--- src/rtl/ats_pkg.sv ---
package ats_pkg;

	localparam int VALUE_BITS_DEF  = 32;
	localparam int IDENT_LIMIT_DEF = 100;
	localparam int MAX_TOKENS      = 3;

	// character classes; codes below 16 are the digit value
	localparam logic [4:0] CL_ID  = 5'd16;
	localparam logic [4:0] CL_SP  = 5'd17;
	localparam logic [4:0] CL_BAD = 5'd18;
	localparam logic [4:0] CL_EOL = 5'd19;
	localparam logic [4:0] CL_OP  = 5'd20;
	localparam logic [4:0] CL_QT  = 5'd21;

	localparam logic [4:0] BASE_DEC_VAL = 5'd10;
	localparam logic [4:0] BASE_OCT_VAL = 5'd8;
	localparam logic [4:0] BASE_HEX_VAL = 5'd16;

	// token kinds
	localparam logic [2:0] K_OP    = 3'd0;
	localparam logic [2:0] K_EOL   = 3'd1;
	localparam logic [2:0] K_NUM   = 3'd2;
	localparam logic [2:0] K_LREF  = 3'd3;
	localparam logic [2:0] K_IDCH  = 3'd4;
	localparam logic [2:0] K_IDEND = 3'd5;
	localparam logic [2:0] K_EOF   = 3'd6;
	localparam logic [2:0] K_ERR   = 3'd7;

	// error codes
	localparam logic [2:0] E_BAD_CHAR  = 3'd0;
	localparam logic [2:0] E_OPEN_COM  = 3'd1;
	localparam logic [2:0] E_BAD_CTRL  = 3'd2;
	localparam logic [2:0] E_BAD_ESC   = 3'd3;
	localparam logic [2:0] E_ID_LONG   = 3'd4;

	typedef enum logic [3:0] {
		M_IDLE  = 4'd0,
		M_IDENT = 4'd1,
		M_ZERO  = 4'd2,
		M_NUM   = 4'd3,
		M_SLASH = 4'd4,
		M_LCOM  = 4'd5,
		M_BCOM  = 4'd6,
		M_BSTAR = 4'd7,
		M_QUOTE = 4'd8,
		M_ESC   = 4'd9,
		M_CTRL  = 4'd10,
		M_HALT  = 4'd11
	} mode_t;

	typedef enum logic [1:0] {
		NB_DEC = 2'd0,
		NB_OCT = 2'd1,
		NB_HEX = 2'd2
	} base_t;

	typedef struct packed {
		logic [2:0]  kind;
		logic [7:0]  ch;
		logic [31:0] value;
		logic [2:0]  code;
	} tok_t;

	typedef struct packed {
		logic [1:0]  count;
		tok_t [2:0]  tok;
	} tok_set_t;

	function automatic tok_t mk_tok(logic [2:0] kind, logic [7:0] ch, logic [31:0] value,
			logic [2:0] code);
		tok_t t;
		t.kind  = kind;
		t.ch    = ch;
		t.value = value;
		t.code  = code;
		return t;
	endfunction

	function automatic logic [4:0] class_of(logic [7:0] ch);
		logic [4:0] c;
		c = CL_BAD;
		if (ch == 8'h09 || ch == 8'h20)
			c = CL_SP;
		else if (ch == 8'h0A || ch == ";")
			c = CL_EOL;
		else if (ch >= "0" && ch <= "9")
			c = 5'(ch - "0");
		else if (ch >= "A" && ch <= "F")
			c = 5'(ch - "A" + 8'd10);
		else if (ch >= "a" && ch <= "f")
			c = 5'(ch - "a" + 8'd10);
		else if ((ch >= "G" && ch <= "Z") || (ch >= "g" && ch <= "z") ||
				ch == "." || ch == "_" || ch == "~")
			c = CL_ID;
		else if (ch == "'")
			c = CL_QT;
		else if (ch == "!" || ch == "%" || ch == "&" || (ch >= "(" && ch <= "-") ||
				ch == "/" || ch == ":" || (ch >= "<" && ch <= "?") ||
				ch == "[" || ch == "]" || ch == "|")
			c = CL_OP;
		return c;
	endfunction

endpackage

--- src/rtl/ats_scan.sv ---
module ats_scan #(
	parameter int VALUE_BITS  = ats_pkg::VALUE_BITS_DEF,
	parameter int IDENT_LIMIT = ats_pkg::IDENT_LIMIT_DEF
) (
	input  logic              clk,
	input  logic              arst_n,
	input  logic              adv,
	input  logic [7:0]        ch,
	input  logic              is_end,
	output ats_pkg::tok_set_t set
);

	ats_pkg::mode_t          mode_q, nm;
	ats_pkg::base_t          base_q, nbase;
	logic [VALUE_BITS-1:0]   acc_q, nacc;
	logic [6:0]              len_q, nlen;

	logic [4:0]              cls;
	logic [4:0]              cnum;
	logic [4:0]              bval;
	logic                    again;
	logic                    do_num;
	logic                    do_ident;
	logic                    esc_bad;
	logic [7:0]              esc_v;
	logic [1:0]              n;
	ats_pkg::tok_t [2:0]     t;
	logic signed [8:0]       diff;
	logic [VALUE_BITS-1:0]   ctrl_v;
	logic [VALUE_BITS-1:0]   acc_x10;
	logic [VALUE_BITS-1:0]   acc_x8;
	logic [VALUE_BITS-1:0]   acc_x16;

	assign cls     = ats_pkg::class_of(ch);
	assign diff    = $signed({1'b0, ch}) - 9'sd64;
	assign ctrl_v  = VALUE_BITS'(diff);

	always_comb begin
		nm       = mode_q;
		nacc     = acc_q;
		nbase    = base_q;
		nlen     = len_q;
		n        = 2'd0;
		t        = '0;
		again    = 1'b0;
		do_num   = 1'b0;
		do_ident = 1'b0;
		esc_bad  = 1'b0;
		esc_v    = 8'd0;
		cnum     = ats_pkg::CL_BAD;
		bval     = ats_pkg::BASE_DEC_VAL;
		acc_x10  = '0;
		acc_x8   = '0;
		acc_x16  = '0;

		case (mode_q)
			ats_pkg::M_IDLE: begin
				again = 1'b1;
			end
			ats_pkg::M_IDENT: begin
				if (!is_end && cls <= ats_pkg::CL_ID) begin
					do_ident = 1'b1;
				end else begin
					t[n] = ats_pkg::mk_tok(ats_pkg::K_IDEND, 8'd0, 32'd0, 3'd0);
					n = n + 2'd1;
					nlen  = 7'd0;
					nm    = ats_pkg::M_IDLE;
					again = 1'b1;
				end
			end
			ats_pkg::M_ZERO: begin
				nm = ats_pkg::M_NUM;
				if (!is_end && (ch == "x" || ch == "X")) begin
					nbase = ats_pkg::NB_HEX;
				end else begin
					nbase  = ats_pkg::NB_OCT;
					do_num = 1'b1;
				end
			end
			ats_pkg::M_NUM: begin
				do_num = 1'b1;
			end
			ats_pkg::M_SLASH: begin
				if (!is_end && ch == "/") begin
					nm = ats_pkg::M_LCOM;
				end else if (!is_end && ch == "*") begin
					nm = ats_pkg::M_BCOM;
				end else begin
					t[n] = ats_pkg::mk_tok(ats_pkg::K_OP, "/", 32'd0, 3'd0);
					n = n + 2'd1;
					nm    = ats_pkg::M_IDLE;
					again = 1'b1;
				end
			end
			ats_pkg::M_LCOM: begin
				if (is_end || ch == 8'h0A) begin
					nm    = ats_pkg::M_IDLE;
					again = 1'b1;
				end
			end
			ats_pkg::M_BCOM, ats_pkg::M_BSTAR: begin
				if (is_end) begin
					t[n] = ats_pkg::mk_tok(ats_pkg::K_ERR, 8'd0, 32'd0, ats_pkg::E_OPEN_COM);
					n = n + 2'd1;
					nm    = ats_pkg::M_IDLE;
					again = 1'b1;
				end else if (ch == "*") begin
					nm = ats_pkg::M_BSTAR;
				end else if (ch == "/" && mode_q == ats_pkg::M_BSTAR) begin
					nm = ats_pkg::M_IDLE;
				end else begin
					nm = ats_pkg::M_BCOM;
				end
			end
			ats_pkg::M_QUOTE: begin
				nm = ats_pkg::M_IDLE;
				if (is_end) begin
					t[n] = ats_pkg::mk_tok(ats_pkg::K_NUM, 8'd0, 32'd0, 3'd0);
					n = n + 2'd1;
					again = 1'b1;
				end else if (ch == "\\") begin
					nm = ats_pkg::M_ESC;
				end else begin
					t[n] = ats_pkg::mk_tok(ats_pkg::K_NUM, 8'd0, 32'(ch), 3'd0);
					n = n + 2'd1;
				end
			end
			ats_pkg::M_ESC: begin
				nm = ats_pkg::M_IDLE;
				if (is_end) begin
					esc_bad = 1'b1;
				end else begin
					case (ch)
						"n":     esc_v = 8'd10;
						"r":     esc_v = 8'd13;
						"b":     esc_v = 8'd8;
						"e":     esc_v = 8'd27;
						"s":     esc_v = 8'd32;
						"t":     esc_v = 8'd9;
						"0":     esc_v = 8'd0;
						">":     esc_v = 8'd62;
						"\\":    esc_v = 8'd92;
						"^":     nm = ats_pkg::M_CTRL;
						default: esc_bad = 1'b1;
					endcase
				end
				if (esc_bad) begin
					t[n] = ats_pkg::mk_tok(ats_pkg::K_ERR, 8'd0, 32'd0, ats_pkg::E_BAD_ESC);
					n = n + 2'd1;
					t[n] = ats_pkg::mk_tok(ats_pkg::K_NUM, 8'd0, 32'd92, 3'd0);
					n = n + 2'd1;
					again = 1'b1;
				end else if (nm != ats_pkg::M_CTRL) begin
					t[n] = ats_pkg::mk_tok(ats_pkg::K_NUM, 8'd0, 32'(esc_v), 3'd0);
					n = n + 2'd1;
				end
			end
			ats_pkg::M_CTRL: begin
				nm = ats_pkg::M_IDLE;
				if (is_end) begin
					t[n] = ats_pkg::mk_tok(ats_pkg::K_ERR, 8'd0, 32'd0, ats_pkg::E_BAD_CTRL);
					n = n + 2'd1;
					t[n] = ats_pkg::mk_tok(ats_pkg::K_NUM, 8'd0, 32'd0, 3'd0);
					n = n + 2'd1;
					again = 1'b1;
				end else begin
					if (ch < "@" || ch > "_") begin
						t[n] = ats_pkg::mk_tok(ats_pkg::K_ERR, 8'd0, 32'd0,
							ats_pkg::E_BAD_CTRL);
						n = n + 2'd1;
					end
					t[n] = ats_pkg::mk_tok(ats_pkg::K_NUM, 8'd0, 32'(ctrl_v), 3'd0);
					n = n + 2'd1;
				end
			end
			default: begin
				nm = ats_pkg::M_HALT;
			end
		endcase

		// digit accumulate: one constant-base multiply-add
		if (do_num) begin
			cnum = is_end ? ats_pkg::CL_BAD : cls;
			case (nbase)
				ats_pkg::NB_OCT: bval = ats_pkg::BASE_OCT_VAL;
				ats_pkg::NB_HEX: bval = ats_pkg::BASE_HEX_VAL;
				default:         bval = ats_pkg::BASE_DEC_VAL;
			endcase
			acc_x10 = (acc_q << 3) + (acc_q << 1);
			acc_x8  = acc_q << 3;
			acc_x16 = acc_q << 4;
			if (cnum < bval) begin
				case (nbase)
					ats_pkg::NB_OCT: nacc = acc_x8 + VALUE_BITS'(cnum[3:0]);
					ats_pkg::NB_HEX: nacc = acc_x16 + VALUE_BITS'(cnum[3:0]);
					default:         nacc = acc_x10 + VALUE_BITS'(cnum[3:0]);
				endcase
			end else begin
				nm = ats_pkg::M_IDLE;
				if (!is_end && (ch == "b" || ch == "f")) begin
					t[n] = ats_pkg::mk_tok(ats_pkg::K_LREF, ch, 32'(acc_q), 3'd0);
					n = n + 2'd1;
				end else begin
					t[n] = ats_pkg::mk_tok(ats_pkg::K_NUM, 8'd0, 32'(acc_q), 3'd0);
					n = n + 2'd1;
					again = 1'b1;
				end
			end
		end

		// rescan from idle
		if (again && nm == ats_pkg::M_IDLE) begin
			if (is_end) begin
				t[n] = ats_pkg::mk_tok(ats_pkg::K_EOF, 8'd0, 32'd0, 3'd0);
				n = n + 2'd1;
			end else if (cls == ats_pkg::CL_BAD) begin
				t[n] = ats_pkg::mk_tok(ats_pkg::K_ERR, ch, 32'd0, ats_pkg::E_BAD_CHAR);
				n = n + 2'd1;
			end else if (cls == ats_pkg::CL_EOL) begin
				t[n] = ats_pkg::mk_tok(ats_pkg::K_EOL, 8'd0, 32'd0, 3'd0);
				n = n + 2'd1;
			end else if (cls == ats_pkg::CL_OP) begin
				if (ch == "/") begin
					nm = ats_pkg::M_SLASH;
				end else begin
					t[n] = ats_pkg::mk_tok(ats_pkg::K_OP, ch, 32'd0, 3'd0);
					n = n + 2'd1;
				end
			end else if (cls == ats_pkg::CL_QT) begin
				nm = ats_pkg::M_QUOTE;
			end else if (cls < 5'd10) begin
				nacc  = VALUE_BITS'(cls[3:0]);
				nbase = (cls == 5'd0) ? ats_pkg::NB_OCT : ats_pkg::NB_DEC;
				nm    = (cls == 5'd0) ? ats_pkg::M_ZERO : ats_pkg::M_NUM;
			end else if (cls != ats_pkg::CL_SP) begin
				nm       = ats_pkg::M_IDENT;
				nlen     = 7'd0;
				do_ident = 1'b1;
			end
		end

		// identifier character, with the length limit
		if (do_ident) begin
			t[n] = ats_pkg::mk_tok(ats_pkg::K_IDCH, ch, 32'd0, 3'd0);
			n = n + 2'd1;
			nlen = nlen + 7'd1;
			if (nlen >= 7'(IDENT_LIMIT)) begin
				t[n] = ats_pkg::mk_tok(ats_pkg::K_ERR, 8'd0, 32'd0, ats_pkg::E_ID_LONG);
				n = n + 2'd1;
				nm = ats_pkg::M_HALT;
			end
		end

		set.count = n;
		set.tok   = t;
	end

	always_ff @(posedge clk or negedge arst_n) begin
		if (!arst_n) begin
			mode_q <= ats_pkg::M_IDLE;
			base_q <= ats_pkg::NB_DEC;
			acc_q  <= '0;
			len_q  <= 7'd0;
		end else if (adv) begin
			mode_q <= nm;
			base_q <= nbase;
			acc_q  <= nacc;
			len_q  <= nlen;
		end
	end

	a_halt_sticky: assert property (@(posedge clk) disable iff (!arst_n)
		mode_q == ats_pkg::M_HALT |=> mode_q == ats_pkg::M_HALT)
		else $error("scanner left the halted mode");

	a_halt_silent: assert property (@(posedge clk) disable iff (!arst_n)
		mode_q == ats_pkg::M_HALT |-> set.count == 2'd0)
		else $error("halted scanner produced tokens");

	a_len_bound: assert property (@(posedge clk) disable iff (!arst_n)
		mode_q == ats_pkg::M_IDENT |-> len_q < 7'(IDENT_LIMIT))
		else $error("identifier length past limit while scanning");

endmodule

--- src/rtl/ats_result_buf.sv ---
module ats_result_buf (
	input  logic              clk,
	input  logic              arst_n,
	input  logic              load,
	input  ats_pkg::tok_set_t set,
	output logic              free,
	output logic              tok_valid,
	input  logic              tok_stall,
	output ats_pkg::tok_t     tok,
	output logic              last
);

	ats_pkg::tok_t [2:0] toks_q;
	logic [1:0]          n_q;
	logic [1:0]          idx_q;
	logic                take;

	assign tok_valid = (idx_q != n_q);
	assign last      = (idx_q == n_q - 2'd1);
	assign take      = tok_valid && !tok_stall;
	assign free      = !tok_valid || (take && last);
	assign tok       = toks_q[idx_q];

	always_ff @(posedge clk or negedge arst_n) begin
		if (!arst_n) begin
			n_q   <= 2'd0;
			idx_q <= 2'd0;
		end else if (load) begin
			n_q   <= set.count;
			idx_q <= 2'd0;
		end else if (take) begin
			idx_q <= idx_q + 2'd1;
		end
	end

	always_ff @(posedge clk) begin
		if (load) begin
			toks_q <= set.tok;
		end
	end

	a_load_free: assert property (@(posedge clk) disable iff (!arst_n)
		load |-> free)
		else $error("token set loaded over undelivered words");

	a_load_shows: assert property (@(posedge clk) disable iff (!arst_n)
		load && set.count != 2'd0 |=> tok_valid && idx_q == 2'd0)
		else $error("loaded token set not presented");

endmodule

--- src/rtl/assembler_token_scanner_unit.sv ---
// Channel | Direction | Handshake            | Word
// --------+-----------+----------------------+--------------------------------------------
// source  | in        | src_valid / src_stall| in_char, at_end
// token   | out       | tok_valid / tok_stall| token_kind, token_char, token_value,
//         |           |                      | error_code, last
//
// A source word is held in the input register, is scanned in one pass and lands in the
// token register as a set of zero to three tokens. The token port moves one word per
// cycle while tok_stall is low, so a source word that yields k tokens holds the source
// side until all k are taken; words yielding one token or none flow at one per cycle.
// Reset (arst_n low) clears scanner mode, accumulator, base, identifier length and both
// valid flags; it is the only way out of the halted mode after an overlong identifier.
// src_stall rises only while a scanned word waits for the token register to drain.
module assembler_token_scanner_unit #(
	parameter int VALUE_BITS  = ats_pkg::VALUE_BITS_DEF,
	parameter int IDENT_LIMIT = ats_pkg::IDENT_LIMIT_DEF
) (
	input  logic        clk,
	input  logic        arst_n,
	input  logic        src_valid,
	output logic        src_stall,
	input  logic [7:0]  in_char,
	input  logic        at_end,
	output logic        tok_valid,
	input  logic        tok_stall,
	output logic [2:0]  token_kind,
	output logic [7:0]  token_char,
	output logic [31:0] token_value,
	output logic [2:0]  error_code,
	output logic        last
);

	logic              valid_s1;
	logic [7:0]        char_s1;
	logic              end_s1;
	logic              buf_free;
	logic              adv;
	ats_pkg::tok_set_t set;
	ats_pkg::tok_t     tok;

	// advance the held word once the token register can take its whole set
	assign adv       = valid_s1 && buf_free;
	assign src_stall = valid_s1 && !buf_free;

	// input register: refill whenever it is empty or moving on
	always_ff @(posedge clk or negedge arst_n) begin
		if (!arst_n) begin
			valid_s1 <= 1'b0;
		end else if (!src_stall) begin
			valid_s1 <= src_valid;
		end
	end

	always_ff @(posedge clk) begin
		if (!src_stall && src_valid) begin
			char_s1 <= in_char;
			end_s1  <= at_end;
		end
	end

	// mode register, accumulator and the one-pass token logic
	ats_scan #(
		.VALUE_BITS  (VALUE_BITS),
		.IDENT_LIMIT (IDENT_LIMIT)
	) u_scan (
		.clk    (clk),
		.arst_n (arst_n),
		.adv    (adv),
		.ch     (char_s1),
		.is_end (end_s1),
		.set    (set)
	);

	// token register: hold the set, drain one word per handshake
	ats_result_buf u_buf (
		.clk       (clk),
		.arst_n    (arst_n),
		.load      (adv),
		.set       (set),
		.free      (buf_free),
		.tok_valid (tok_valid),
		.tok_stall (tok_stall),
		.tok       (tok),
		.last      (last)
	);

	assign token_kind  = tok.kind;
	assign token_char  = tok.ch;
	assign token_value = tok.value;
	assign error_code  = tok.code;

	a_stall_held: assert property (@(posedge clk) disable iff (!arst_n)
		src_stall |-> valid_s1 && tok_valid)
		else $error("source stalled with nothing pending");

endmodule
--- config.mk ---
export PLATFORM = sky130hd
export DESIGN_NAME = assembler_token_scanner_unit
export DESIGN_NICKNAME = d
export VERILOG_FILES = /design/src/rtl/ats_pkg.sv /design/src/rtl/ats_scan.sv /design/src/rtl/ats_result_buf.sv /design/src/rtl/assembler_token_scanner_unit.sv
export SDC_FILE = /design/constraint.sdc
export NUM_CORES = 1
export LEC_CHECK = 0
export ABC_AREA = 1
export BUFFER_PORTS_ARGS = -buffer_cell sky130_fd_sc_hd__buf_4
export CAP_MARGIN = 20
export CORE_ASPECT_RATIO = 2
export CORE_MARGIN = 2
export CORE_UTILIZATION = 50
export CTS_CLUSTER_SIZE = 16
export DETAILED_ROUTE_END_ITERATION = 7
export GPL_TIMING_DRIVEN = 1
export PLACE_DENSITY = 0.67
export SETUP_SLACK_MARGIN = 0.15
export SLEW_MARGIN = 15
export SYNTH_ARGS = -nofsm -noshare
export SYNTH_HDL_FRONTEND = slang
export SYNTH_SLANG_ARGS = --single-unit
export TNS_END_PERCENT = 30
--- constraint.sdc ---
create_clock -name clk -period 6.4 [get_ports clk]
set_input_delay 1.28 -clock clk [delete_from_list [all_inputs] [get_ports clk]]
set_output_delay 1.28 -clock clk [all_outputs]
set_load 0.05 [all_outputs]
* Yosys cells after proc, flatten, opt, wreduce, memory -nomap -nowiden
Index checks and enable logic that the tools add are counted.
** Storage, ports and cells
- Register bits after elaboration :: 197
- Input bits :: 13
- Output and inout port bits :: 49
- Word-level logic and storage cells :: 353
** Operators by class
- Add/sub/neg operators :: 18
- $lt $le $gt $ge :: 31
- Equal/unequal tests :: 50
- Multiplexer cells :: 167
- Bitwise gates (word level) :: 9
- Reductions and logical operators :: 57
** Operator list (count)
- 138-bit 2-to-1 mux :: 11
- 138-bit bitwise mux :: 6
- 46-bit 2-to-1 mux :: 16
- 46-bit demux with 2-bit select :: 5
- 32-bit 2-to-1 mux :: 9
- 46-bit one-hot mux with 6 select lines :: 1
- 135-bit bitwise AND :: 1
- 45-bit 2-to-1 mux :: 3
- 135-bit NOT :: 1
- 132-bit bitwise AND :: 1
- 132-bit NOT :: 1
- 8-bit by 7-bit == test with 1-bit output (second input constant) :: 16
- 126-bit bitwise AND :: 1
- 126-bit NOT :: 1
- 32-bit by 4-bit adder with 32-bit output :: 3
- 8-bit by 6-bit == test with 1-bit output (second input constant) :: 12
- 46-bit binary-select mux with 2-bit select :: 1
- 4-bit 2-to-1 mux :: 23
- 92-bit 2-to-1 mux :: 1
- 46-bit one-hot mux with 2 select lines :: 1
- 7-bit 2-to-1 mux :: 11
- 32-bit one-hot mux with 2 select lines :: 1
- 7-bit one-hot mux with 8 select lines :: 1
- 2-bit 2-to-1 mux :: 27
- 54 further kinds :: 178

* Depth between registers and ports, before layout
Gate-level depths: netlist of run 1.
- Depth after elaboration :: 41
- Mapped depth :: 38
- Depth with buffers taken out :: 37

* Hierarchy
Synthesis of run 1 repeated with hierarchy kept, for this count alone.
** Second synthesis, totals
- Cell total of the unflattened synthesis :: 2002
- Area total of the unflattened synthesis :: 15582.4 um^2
** Modules (own cells, without submodules)
- ats_scan :: instances 1, cells an instance 1599, area an instance 9633.0 um^2, sequential area each 1126.1 um^2
- ats_result_buf :: instances 1, cells an instance 385, area an instance 5614.1 um^2, sequential area each 4244.1 um^2
- assembler_token_scanner_unit :: instances 1, cells an instance 18, area an instance 335.3 um^2, sequential area each 295.3 um^2

* Worst setup path after synthesis of run 1
Ideal clock, no wire load.
- Path type :: input-to-reg
- Start :: input tok_stall
- End :: register u_buf.toks_q[0] (netlist name) (enable)
- Arrival time :: 5.664 ns
- Required time :: 5.849 ns
- Slack :: 0.185 ns
- Stages :: 4
- Buffers on the path :: 1
- Cell sequence :: o21ai_0 > nand2_1 > inv_2 > clkbuf_1
** On the way
- Cells in the longest elaborated chain, start to end :: 5
** RTL lines
- from (decl) :: RTL line assembler_token_scanner_unit.sv:25 : input logic tok_stall,
- 1-bit zero test :: RTL line ats_result_buf.sv:20 : assign take = tok_valid && !tok_stall;
- 1-bit logical AND :: RTL line ats_result_buf.sv:20
- 1-bit logical AND :: RTL line ats_result_buf.sv:21 : assign free = !tok_valid || (take && last);
- 1-bit logical OR :: RTL line ats_result_buf.sv:21
- 1-bit logical AND :: RTL line assembler_token_scanner_unit.sv:42 : assign adv = valid_s1 && buf_free;
- net adv :: RTL line assembler_token_scanner_unit.sv:37 : logic adv;
- to (signal assigned) :: RTL line ats_result_buf.sv:38 : toks_q <= set.tok;
- to (decl) :: RTL line ats_result_buf.sv:13 : ats_pkg::tok_t [2:0] toks_q;
The timed path passes the listed nets, and every way through them passes these cells.
A chain may end at the register's enable or synchronous reset.

==> results of run 1 <==
per-layer routing:
| layer | GRT usage, % | share of wire, % | vias to the layer above | wire length, um |
|---|---|---|---|---|
| li1 | - | - | 7043 | - |
| met1 | 42.23 | 44 | 6733 | 20210 |
| met2 | 45.81 | 46 | 633 | 21110 |
| met3 | 3.140 | 6.6 | 122 | 3061 |
| met4 | 12.90 | 4.3 | 0 | 1985 |
| met5 | 0 | 0 | - | 0 |
sequential cells by signal, summed over array words and instances, names as in the netlist:
| name | count |
|---|---|
| u_scan.acc_q | 32 |
| end_s1 | 1 |
| char_s1 | 8 |
| u_buf.idx_q | 2 |
| u_scan.len_q | 7 |
| u_buf.n_q | 2 |
| u_buf.toks_q | 134 |
| u_scan.mode_q | 4 |
| valid_s1 | 1 |
| u_scan.base_q | 2 |
cells by family (layout without fill, tap and decap cells):
kind of cell / after synthesis / in the layout
and+or+nand+nor: 961 / 961
AOI/OAI and AO/OA: 461 / 461
buffers and inverters: 298 / 338
DFF: 193 / 193
adders and majority gates: 89 / 89
xor gates and xnor gates: 22 / 22
muxes: 1 / 1
stage by stage:
step / cell area [sq um] / util, % / hold slack (ns) / setup WS, ns
after floorplan: 15140 / - / 0.4534 / 0.1852
after global placement: 15880 / 53.02 / 0.4695 / 0.7320
after detailed placement: 15880 / 53.02 / 0.4769 / 0.7355
after CTS: 16500 / 55.10 / 0.4984 / 0.7018
after global routing: 16570 / 55.31 / 0.5211 / 0.1784
final: 16570 / 55.31 / 0.4955 / 0.7867
worst min path at each step:
stage / end / slack, ns / depth (start not counted)
after detailed placement: u_scan.len_q[0] / 0.48 / 2
after global placement: u_scan.len_q[0] / 0.47 / 2
after global routing: u_scan.len_q[0] / 0.52 / 2
after CTS: u_scan.len_q[0] / 0.50 / 2
final: u_scan.len_q[0] / 0.50 / 2
after floorplan: u_scan.len_q[0] / 0.45 / 2
cells in the mapped netlist, types with 11 or more instances:
| library cell | count | area share [%] |
|---|---|---|
| a21oi_1 | 95 | 3.1 |
| ha_1 | 87 | 7.2 |
| nand4_1 | 13 | 0.54 |
| nand2_1 | 350 | 8.7 |
| nor3_1 | 19 | 0.63 |
| nor2_2 | 26 | 1.1 |
| nand2_2 | 11 | 0.45 |
| nand3_1 | 195 | 6.4 |
| xor2_1 | 13 | 0.75 |
| edfxtp_1 | 143 | 28 |
| inv_2 | 11 | 0.27 |
| o21ai_0 | 180 | 6.0 |
| o211ai_1 | 25 | 1.2 |
| inv_1 | 171 | 4.2 |
| buf_1 | 11 | 0.27 |
| clkbuf_1 | 59 | 1.5 |
| dfrtp_1 | 50 | 8.3 |
| nor2_1 | 306 | 7.6 |
| o22ai_1 | 39 | 1.6 |
| o31ai_1 | 52 | 2.6 |
| a31oi_1 | 16 | 0.66 |
| buf_2 | 18 | 0.60 |
repair_timing:
action / in CTS / in global routing
resized for setup: 0 / 2
setup endpoints to repair: 0 / 41
buffers inserted: 0 / 8
final cells by class:
| class | instances | area (sq um) | share of cell area, % |
|---|---|---|---|
| multi-input cells | 1534 | 8330 | 50.28 |
| flip-flops and latches | 193 | 5547 | 33.48 |
| repair buffers | 118 | 898.4 | 5.422 |
| inverters | 188 | 710.7 | 4.289 |
| well taps | 368 | 460.4 | 2.779 |
| clock buffers | 17 | 425.4 | 2.568 |
| clock inverters | 15 | 196.4 | 1.186 |
tightest hold or removal path: cells and delay by family (launching register included):
family	cells	cell delay [ns]
simple gates	1	0.05
compound gates	1	0.06
flops	1	0.35
==> impl_metrics.csv, run 1 <==
group,metric,value,unit
worst_setup_path,start_kind,"register",
clock_network,cts_buffer_depth,2,
worst_setup_path,cp.buffers_inverters,7,
layout,final_cells,2433,
worst_setup_path,timing.rr.end,"u_buf.toks_q[108]",
global_route,grt_max_degree,103,
worst_setup_path,worst_ep_arrival_time,5.80,ns
logic_synthesis,synth_top_family_by_area,"simple AND/OR/NAND/NOR gates",
floorplan,dieArea,31770,sq um
worst_setup_path,cp.depth,24,
logic_synthesis,synth_nets,2127,
logic_synthesis,synth_cells,2025,
logic_synthesis,ys_ff_latch,193,
clock_network,clock_latency,0.47,ns
logic_synthesis,synthArstFlopShare,25.91,%
logic_synthesis,yosysUniqueCellTypes,64,
worst_setup_path,path_common_cell,"inv_1",
layout,layout-drive-gt1-share,11.43,%
routing,vias,14531,
clock_network,cts_tree,"yes",
clock_network,htreeDepth,4,
worst_setup_path,endpoint_kind,"register",
logic_synthesis,netlist_area,15140,sq um
placement,dp.cells,2393,
layout,finalNetCount,2154,
clock_network,cts-root-buf,"clkbuf_16",
timing,setup_tns,0,ns
worst_setup_path,crit_required,6.58,ns
logic_synthesis,ys_seq_area_share,36.63,%
worst_setup_path,cpLargestDelayFamily,"compound AO/OA/AOI/OAI gates",
min_path,hp-start,"u_scan.len_q[0]",
layout,mostFrequentLayoutCells,"350 x nand2_1, 305 x nor2_1, 195 x nand3_1, 180 x o21ai_0, 170 x inv_1",
timing,finalClockSkew,0.02269,ns
timing,finalCriticalPeriod,5.613,ns
routing,routed_wirelength,46.37,mm
worst_setup_path,ff2ff_setup_slack,0.79,ns
worst_setup_path,rr_worst_depth,24,
placement,hpwl,33.09,mm
worst_setup_path,path_cells,"inv_1 -> ha_1 -> inv_1 -> nor2_1 -> a41oi_1 -> a21oi_1 -> ha_1 -> inv_1 -> ha_1 -> nand2_1 -> inv_1 -> nand2_1 -> nand2_1 -> nand3_1 -> nand2_4 -> buf_4 -> nand2_1 -> xor2_1 -> ha_1 -> inv_1 -> nor2_1 -> inv_1 -> o21ai_4 -> nor2_1",
timing,max-slew-margin-rel,34.16,%
routing,antenna_left,0,
logic_synthesis,synth_edf_count,143,
global_route,grt_pass1_vias,13694,
logic_synthesis,synth_mux_area_share,0.06612,%
logic_synthesis,synthAdderAreaFrac,7.455,%
floorplan,ios,62,
logic_synthesis,synthSimpleGateAreaFrac,27.98,%
timing,slew_viol_final,0,
timing,setup_viol,0,
global_route,grtUsageTotal,29.66,%
global_route,antenna_found_initial,0,
routing,drc,0,
clock_network,clkSinkCount,193,
clock_network,clk_pin_slew,0.09,ns
worst_setup_path,endpoint,"u_buf.toks_q[108]",
logic_synthesis,ys.flop_type,"edfxtp_1",
logic_synthesis,synth_compound_area_share,18.20,%
status,status,"finished, final reports clean",
min_path,hp-class,"register to register",
worst_setup_path,r2r-start,"char_s1[1]",
logic_synthesis,postSynthAreaPerCell,7.476,sq um
layout,fillers,2903,
timing,rsz0062_at_grt,"no",
layout,antenna_cells,0,
routing,drtIter0Drc,1613,
timing,max_clock_freq,178.1,MHz
layout,area_delta_synth_final,9.438,%
timing,fin_crit_sh,87.71,%
logic_synthesis,yosys_warnings,0,
layout,final_common_cell,"nand2_1",
worst_setup_path,worst-setup-path-type,"register to register",
routing,dr.pass1.iters,7,
floorplan,core-area,29950,sq um
floorplan,die_w,127.0,um
worst_setup_path,critical-path-max-stage-delay,0.80,ns
worst_setup_path,critPathLaunch,"char_s1[1]",
placement,port-buffer-count,61,
routing,vias_per_cell,5.972,
floorplan,placementRows,90,
worst_setup_path,path_max_fanout,32,
global_route,grt_remaining_overflow,0,
flow_run,drv_cap,0,
routing,wire_per_inst,19.06,um
worst_setup_path,cpMaxStageDelayCell,"o21ai_4",
timing,worst_slew_pin_slew,0.9839,ns
clock_network,cts_made_buffers,17,
floorplan,fp.dieH,250.1,um
placement,place_congestion,0.9946,
clock_network,cts_hold_buffers,0,
floorplan,initial_utilization,50.54,%
timing,hold_violations,0,
logic_synthesis,synthXorXnorAreaFrac,1.273,%
global_route,grt_pass1_wl,75.16,mm
Power of run 1 is left out: the tool's default activity adds up to more than one toggle a clock period on the data nets, which glitch-free logic cannot reach.
==> run 2, diff against run 1 <==
BUFFER_PORTS_ARGS = -buffer_cell sky130_fd_sc_hd__buf_2   (was -buffer_cell sky130_fd_sc_hd__buf_4)
CAP_MARGIN = default   (was 20)
CORE_ASPECT_RATIO = default   (was 2)
==> impl_metrics.csv, run 2 (same netlist as run 1, synthesis figures left out) <==
group,metric,value,unit
status,status,"finished, final reports clean",
timing,finalCriticalPeriod,5.829,ns
flow_run,drv_cap,0,
clock_network,clk_pin_slew,0.08,ns
routing,drtIter0Drc,1898,
routing,routed_wirelength,48.94,mm
floorplan,core-area,29720,sq um
clock_network,clock_latency,0.45,ns
timing,hold_violations,0,
clock_network,cts_buffer_depth,2,
global_route,grt_pass1_wl,75.92,mm
clock_network,cts_tree,"yes",
global_route,grt_pass1_vias,13307,
timing,setup_viol,0,
worst_setup_path,cpMaxStageDelayCell,"o21ai_2",
layout,layout-drive-gt1-share,11.21,%
layout,fillers,2830,
global_route,antenna_found_initial,0,
timing,max_clock_freq,171.6,MHz
layout,largest-register,"u_buf.toks_q",
timing,worst_slew_pin_slew,0.9239,ns
floorplan,ios,62,
layout,area_delta_synth_final,8.422,%
global_route,grtUsageMet3,5.350,%
min_path,hp-class,"register to register",
timing,slew_viol_final,0,
layout,largest_reg_flops,134,
floorplan,placementRows,63,
layout,finalNetCount,2149,
routing,vias_per_cell,6.004,
layout,antenna_cells,0,
global_route,grt_use_met2,43.12,%
floorplan,fp.dieH,178.0,um
global_route,grt_remaining_overflow,0,
layout,reg.largest.list,"u_buf.toks_q: 134 flops, u_scan.acc_q: 32 flops, char_s1: 8 flops",
routing,vias,14709,
timing,fin_crit_sh,91.07,%
worst_setup_path,crit_required,6.58,ns
global_route,grtUsageMet1,49.26,%
layout,final_common_cell,"nand2_1",
clock_network,cts-root-buf,"clkbuf_16",
placement,hpwl,34.71,mm
clock_network,cts_made_buffers,17,
global_route,grtUsageTotal,31.01,%
timing,finalClockSkew,0.01386,ns
floorplan,initial_utilization,50.95,%
floorplan,die_w,178.0,um
clock_network,htreeDepth,4,
worst_setup_path,start_kind,"register",
global_route,grt_busiest_layer,"met1",
placement,port-buffer-count,61,
worst_setup_path,path_max_fanout,16,
placement,place_congestion,1.025,
timing,rsz0062_at_grt,"yes",
routing,drc,0,
clock_network,clkSinkCount,193,
layout,mostFrequentLayoutCells,"350 x nand2_1, 305 x nor2_1, 195 x nand3_1, 179 x o21ai_0, 169 x inv_1",
routing,dr.pass1.iters,6,
floorplan,dieArea,31690,sq um
timing,max-slew-margin-rel,37.93,%
timing,setup_tns,0,ns
routing,antenna_left,0,
global_route,grt_max_degree,117,
worst_setup_path,worst_ep_arrival_time,6.00,ns
worst_setup_path,endpoint_kind,"register",
worst_setup_path,worst-setup-path-type,"register to register",
routing,wire_per_inst,19.98,um
worst_setup_path,critical-path-max-stage-delay,0.77,ns
-- run 2: metrics by stage --
stage	hold slack [ns]	utilization [%]	instances	area, sq um	setup slack, ns
final	0.4945	55.24	2450	16410	0.5714
after global routing	0.5190	55.24	2450	16410	0.1184
after CTS	0.4936	54.93	2440	16320	0.3665
after detailed placement	0.4735	52.89	2408	15720	0.4140
after global placement	0.4657	52.89	2408	15720	0.4514
after floorplan	0.4534	-	2025	15140	0.1852
-- run 2: area by class of cell --
cell class / count / area [sq um] / area share, %
inverter: 188 / 714.4 / 4.352
tap: 390 / 488.0 / 2.973
timing repair buffer: 111 / 705.7 / 4.299
sequential: 193 / 5547 / 33.79
clock inverter: 15 / 181.4 / 1.105
clock buffer: 17 / 425.4 / 2.592
multi-input combinational: 1536 / 8353 / 50.89
-- run 2: worst paths after layout --
check	start	end	slack, ns	cells after the start
setup reg to reg	char_s1[6]	u_buf.toks_q[77]	0.57	28
min in group asynchronous	arst_n	u_scan.acc_q[17]	0.97	2
hold reg to reg	u_scan.len_q[3]	u_scan.len_q[3]	0.49	2
hold / removal	u_scan.len_q[3]	u_scan.len_q[3]	0.49	2
max in group asynchronous	arst_n	u_buf.idx_q[1]	4.86	2
setup / recovery	char_s1[6]	u_buf.toks_q[77]	0.57	28
-- run 2: per-layer routing --
layer,share of wire (%),vias up
li1,-,7031
met1,48,6837
met2,41,762
met3,9.8,79
met4,1.9,0
met5,0,-
-- run 2: worst max-delay path: cells and delay by family (launching register included) --
kind                     cells  cell delay (ns)
buffers and inverters        4             0.38
AO/OA/AOI/OAI                3             1.05
AND/OR/NAND/NOR             18             2.60
flip-flops                   1             0.54
adder cells (fa/ha/maj)      3             0.96
-- run 2: timing repair --
action,in CTS,in global routing
hold buffers,0,0
gates resized for setup,0,4
endpoints found under the hold margin,0,0
endpoints found under the setup margin,0,69
buffers inserted,0,8
Power of run 2 is left out for the same reason.
